## src/ltpi_pkg.sv

```systemverilog
// Shared types and constants for the line/plane intersection block.
// Holds the request and result payloads, status codes and sizing constants.
// No dependencies.
package ltpi_pkg;
    localparam int FRAC_BITS_DEF = 16;
    localparam int COORD_W = 32;
    localparam int TOL_W = 16;
    localparam int QBITS = 34;
    localparam int QDEPTH = 8;
    localparam int QPTR_W = $clog2(QDEPTH);
    localparam int QCNT_W = $clog2(QDEPTH + 1);

    typedef enum logic [1:0] {
        ST_HIT     = 2'd0,
        ST_INPLANE = 2'd1,
        ST_MISS    = 2'd2
    } t_status;

    typedef struct packed {
        logic signed [COORD_W-1:0] line_point_x;
        logic signed [COORD_W-1:0] line_point_y;
        logic signed [COORD_W-1:0] line_point_z;
        logic signed [COORD_W-1:0] line_dir_x;
        logic signed [COORD_W-1:0] line_dir_y;
        logic signed [COORD_W-1:0] line_dir_z;
        logic signed [COORD_W-1:0] plane_normal_x;
        logic signed [COORD_W-1:0] plane_normal_y;
        logic signed [COORD_W-1:0] plane_normal_z;
        logic signed [COORD_W-1:0] plane_point_x;
        logic signed [COORD_W-1:0] plane_point_y;
        logic signed [COORD_W-1:0] plane_point_z;
    } t_req;

    typedef struct packed {
        logic signed [COORD_W-1:0] hit_x;
        logic signed [COORD_W-1:0] hit_y;
        logic signed [COORD_W-1:0] hit_z;
        t_status                   status;
    } t_res;

    typedef struct packed {
        logic [2:0][COORD_W-1:0] p;
        logic [2:0]              neg;
        t_status                 status;
    } t_side;
endpackage

```

## src/ltpi_fifo.sv

```systemverilog
// Request queue between the front end and the back end.
// Register array with read and write pointers; uses ltpi_pkg.
module ltpi_fifo #(
    parameter int W = 8
) (
    input  logic                          i_clk,
    input  logic                          i_rst_n,
    input  logic                          i_push,
    input  logic [W-1:0]                  i_data,
    input  logic                          i_pop,
    output logic [W-1:0]                  o_data,
    output logic [ltpi_pkg::QCNT_W-1:0]   o_count
);
    import ltpi_pkg::*;

    logic [W-1:0]        r_mem [QDEPTH];
    logic [QPTR_W-1:0]   r_wr, r_rd;
    logic [QCNT_W-1:0]   r_count;

    always_ff @(posedge i_clk) begin
        if (!i_rst_n) begin
            r_wr    <= '0;
            r_rd    <= '0;
            r_count <= '0;
        end else begin
            if (i_push) begin
                r_wr <= r_wr + 1'b1;
            end
            if (i_pop) begin
                r_rd <= r_rd + 1'b1;
            end
            if (i_push && !i_pop) begin
                r_count <= r_count + 1'b1;
            end else if (!i_push && i_pop) begin
                r_count <= r_count - 1'b1;
            end
        end
    end

    always_ff @(posedge i_clk) begin
        if (i_push) begin
            r_mem[r_wr] <= i_data;
        end
    end

    assign o_data  = r_mem[r_rd];
    assign o_count = r_count;
endmodule

```

## config.mk

```make
export PLATFORM = sky130hd
export DESIGN_NAME = ltpi_fifo
export DESIGN_NICKNAME = d
export VERILOG_FILES = /design/src/ltpi_pkg.sv /design/src/ltpi_fifo.sv
export SDC_FILE = /design/constraint.sdc
export NUM_CORES = 1
export LEC_CHECK = 0
export BUFFER_PORTS_ARGS = -buffer_cell sky130_fd_sc_hd__buf_2
export CAP_MARGIN = 20
export CORE_MARGIN = 2
export CORE_UTILIZATION = 33
export CTS_BUF_LIST = sky130_fd_sc_hd__clkbuf_16
export DETAILED_ROUTE_END_ITERATION = 8
export SLEW_MARGIN = 20
export SYNTH_ARGS = -nofsm -noshare
export SYNTH_HDL_FRONTEND = slang
export SYNTH_SLANG_ARGS = --single-unit
```

## constraint.sdc

```tcl
create_clock -name i_clk -period 3.7 [get_ports i_clk]
set_clock_uncertainty 0.2 [all_clocks]
set_input_delay 0.185 -clock i_clk [delete_from_list [all_inputs] [get_ports i_clk]]
set_output_delay 0.185 -clock i_clk [all_outputs]
set_load 0.03 [all_outputs]
```

======== Yosys cells after proc, flatten, opt, wreduce, memory -nomap -nowiden ========
Memories as Yosys holds them, arrays and structs flattened. A register that Yosys moved wholly into a read port is not among the register bits.
Index checks and enable logic that the tools add are counted.
word-level totals
  register bits after elaboration ......... 10
  RAM bits ................................ 64
  memories kept ........................... 1
memory list
  name   depth  width  rd ports  clocked after memory_dff  wr ports  RTL line         source
  r_mem  8      8      1         1                         1         ltpi_fifo.sv:16  logic [W-1:0] r_mem [QDEPTH];
operators by class
  add/subtract/negate cells ............... 4
  muxes and demuxes ....................... 6
  reductions and logical operators ........ 5
operator list
  operator                                                             number
  4-bit two-way mux                                                    2
  3-bit by 1-bit adder with 3-bit output (second input constant)       2
  3-bit two-way mux                                                    2
  4-bit by 1-bit adder with 4-bit output (second input constant)       1
  4-bit by 1-bit subtractor with 4-bit output (second input constant)  1
  1-bit logical AND                                                    2
  1-bit zero test                                                      2
  1-bit two-way mux                                                    2
  2-bit nonzero test                                                   1

======== Depth between registers and ports, before layout ========
  depth in word-level cells ............... 4
  mapped depth ............................ 8
  mapped depth without buffers ............ 8

======== Worst setup path before layout ========
OpenSTA, ideal clock, no wires.
  kind .................................... reg2out
  start point ............................. register with a tool-made name
  end point ............................... output o_data[1]
  arrival ................................. 1,439 ps
  setup slack ............................. 1,876 ps
  cell stages (with the launch flop) ...... 5
  path buffers ............................ 2
  path through ............................ dfxtp_1 buf_6 buf_12 mux4_1 mux2_2
RTL lines
  what       RTL line         source
  to (decl)  ltpi_fifo.sv:11  output logic [W-1:0] o_data,

==> implementation parameters <==
Parameter                              Value

Clock tree
  Setup fix buffers added after clock tree synthesis ... 0
  Max clock buf depth ... 2
  Clock sink total ... 77
  CTS Root Buffer Type ... sky130_fd_sc_hd__clkbuf_16
  Num CTS Buffers ... 9
  Reg clk slew, reported paths ... 0.06 ns
  H-tree depth reported by CTS ... 3
  TritonCTS clock tree ... built
  Worst-skew pair later-pin latency ... 0.32 ns

Global routing
  Largest net degree at the start of global routing ... 17
  Total grt overflow ... 0
  Number of antenna violations at the first check in global routing ... 0
  Via count of the first global-routing pass ... 1,481
  First-pass GRT wire length ... 8060 um
  Overall track demand over capacity in global routing ... 11.2%

Drt
  Final Routed Wirelength ... 5200 um
  Violation count after the first detailed-route iteration ... 35
  Drt drc ... 0
  Via count of the routed design ... 1,465
  Uppermost layer routed ... met4
  Wire length on met3 ... 183 um
  Number of search-and-repair iterations in the first detailed-routing pass ... 4
  Met2 routed WL ... 2580 um
  Via/cell ratio ... 4.68
  Routed metal-1 wire length ... 2370 um
  Average routed wire per standard cell ... 16.6 um
  Count of nets left with antenna violations after detail routing ... 0

Logic synthesis
  Avg Cell Area, Syn ... 19.4 um2
  Number of register bits inferred by synthesis ... 77
  Synthesis Warnings ... 0
  Synthesized area ... 0.00310 mm2
  Number of nets produced by synthesis ... 178
  Post-synth cell types ... 27
  Post-Synthesis Cells ... 160
  Sequential area share after synthesis ... 70.4%

Timing
  Achievable clock frequency ... 422 MHz
  Hold_ws ... 0.0137 ns
  Number of max-slew violations in the final report ... 0
  Portion of the clock cycle consumed by the worst path in the final layout ... 64.0%
  Transition time of the tightest slew-check pin ... 0.919 ns
  Setup repair after global routing missed its margin ... no
  Final Setup Violations ... 0
  Time the final worst path needs with I/O delays and setup ... 2.37 ns
  Slew Limit Headroom ... 38.5%
  Final hold violations ... 0
  Post-route setup TNS ... 0 ns

Hold path
  Hold Crit Endpoint ... o_count[1]$_SDFFE_PN0P_
  Worst hold path stage count ... 2
  Hold wc startpoint ... i_rst_n
  Classification of the worst-slack hold path ... in -> reg

Critical path
  Data arrival time at the worst-slack endpoint ... 1.98 ns
  CP startpoint kind ... flip-flop
  Number of cells traversed by the worst register-to-register path ... 2
  Destination of the worst register-to-register timing path ... r_mem[5][3]$_DFFE_PP_
  Reg-to-reg startpoint ... r_wr[0]$_SDFFE_PN0P_
  Critical path capture point type ... output pin
  Maximum net fanout on the critical path ... 16
  Worst EP required ... 3.31 ns
  Worst-case register-to-register setup slack ... 1.85 ns
  Setup CP Type ... reg -> out

Die
  Starting Density ... 33.8%
  Core region area ... 0.00915 mm2
  Number of core rows ... 35
  Number of ports placed on the die boundary ... 24
  Die span in x ... 101 um
  Height of the die ... 101 um
  Area of the die ... 0.0102 mm2

Finish
  Fraction of layout instances using a drive strength above 1 ... 24.8%
  Non-filler instance count after layout ... 313
  ANT cells ... 0
  Final Net Count ... 215
  Post-synthesis to final-layout area growth ... 19.2%

Power
  IR drop worst, VDD ... 0.000276 V
  Standby leakage power ... 1.29 nW
  Pwr dens ... 558 mW/mm2

Placed design
  Last weighted congestion value of the routability-driven placer ... 0.667
  Dpl cells ... 289
  Number of buffers inserted by port buffering ... 23
  Post-detailed-placement half-perimeter wirelength ... 3330 um

Flow run
  Max_cap viols ... 0

Status
  Result of the run ... complete, no violations
worst max-delay path by stage:
| stage | startpoint | end | slack, ns | depth (start not counted) |
|---|---|---|---|---|
| 6_report | flip-flop | o_data[1] | 1.33 | 4 |
| 2_1_floorplan | flip-flop | o_data[1] | 1.88 | 4 |
| 4_1_cts | flip-flop | o_data[4] | 1.28 | 3 |
| 3_3_place_gp | flip-flop | o_data[4] | 1.67 | 3 |
| 3_5_place_dp | flip-flop | o_data[4] | 1.63 | 3 |
| 5_1_grt | flip-flop | o_data[7] | 1.22 | 3 |
worst max-delay path, stage by stage (launching register included):
cell and delay (ns):
sky130_fd_sc_hd__dfxtp_1 0.30, sky130_fd_sc_hd__buf_4 0.28, sky130_fd_sc_hd__mux4_1 0.59, sky130_fd_sc_hd__mux2_2 0.30, sky130_fd_sc_hd__buf_2 0.18
timing repair:
item / in CTS / in global routing
hold buffers: 8 / 0
hold endpoints to repair: 64 / 0
resized for setup: 0 / 0
per-stage QoR:
stage | power, mW | utilization, % | setup WS (ns) | instance area [um2]
CTS | 2.09 | 40.3 | 1.28 | 3690
detailed placement | 1.24 | 36.3 | 1.63 | 3320
finish | 2.06 | 40.3 | 1.33 | 3690
global placement | 1.23 | 36.3 | 1.67 | 3320
global route | 2.14 | 40.3 | 1.22 | 3690
floorplan | 1.18 | - | 1.88 | 3100
state kept, by name (all words and copies together), names as in the netlist, named ones only:
register and flops:
r_wr 3, r_mem 64, o_count 4, r_rd 3
synth_stat cells, drive strengths merged:
| library cell | instances | share of area, % |
|---|---|---|
| clkbuf | 3 | 0.36 |
| a211oi | 1 | 0.24 |
| mux4 | 16 | 13 |
| inv | 2 | 0.24 |
| edfxtp | 64 | 62 |
| nand2 | 6 | 0.73 |
| and2 | 7 | 1.4 |
| mux2 | 8 | 2.9 |
| nor2b | 3 | 0.61 |
| nand2b | 4 | 0.81 |
| mux2i | 4 | 1.3 |
| dfxtp | 13 | 8.4 |
| xor2 | 2 | 0.57 |
| nor3 | 2 | 0.32 |
| a31oi | 1 | 0.20 |
| o21ai | 1 | 0.16 |
| a21oi | 1 | 0.16 |
| xnor2 | 4 | 1.1 |
| fa | 1 | 0.65 |
| nor2 | 7 | 0.85 |
| ha | 5 | 2.0 |
| nand3 | 1 | 0.16 |
| buf | 4 | 1.3 |
cells by family (layout without fill, tap and decap cells):
logic type                 Yosys count  count (layout)  share of synthesized area, %
and+or+nand+nor                     30              30                          4.89
buffers and inverters                9              51                          1.90
DFF                                 77              77                          70.4
adders and majority gates            6               6                          2.67
muxes                               28              28                          17.6
AOI/OAI and AO/OA                    4               4                         0.767
xor gates and xnor gates             6               6                          1.70
layout make-up:
cell class	count	area, um2
Sequential cell	77	2180
Tap cell	111	139
Clock inverter	7	66.3
Clock buffer	9	225
Inverter	2	7.51
Timing Repair Buffer	33	210
Multi-Input combinational cell	74	862
Fill cell	812	5460
per-layer routing:
metal,track usage (%),vias up
li1,-,709
met1,14.3,728
met2,17.2,23
met3,3.88,5
met4,5.30,0
met5,0,-
where the power goes:
part	internal, mW	switching, mW	total, mW
logic	0.101	0.124	0.225
registers	0.973	0.0248	0.998
clock network	0.516	0.319	0.835
total	1.59	0.468	2.06
cells in the final DEF, fill, tap and decap left out, drive strengths merged, types with 6 or more instances in the layout:
master,synthesis,final
edfxtp,64,64
buf,4,25
mux4,16,16
dfxtp,13,13
clkbuf,3,9
mux2,8,8
dlygate4sd3,0,8
nor2,7,7
and2,7,7
nand2,6,6
No activity file was read; power rests on OpenSTA's default activity.
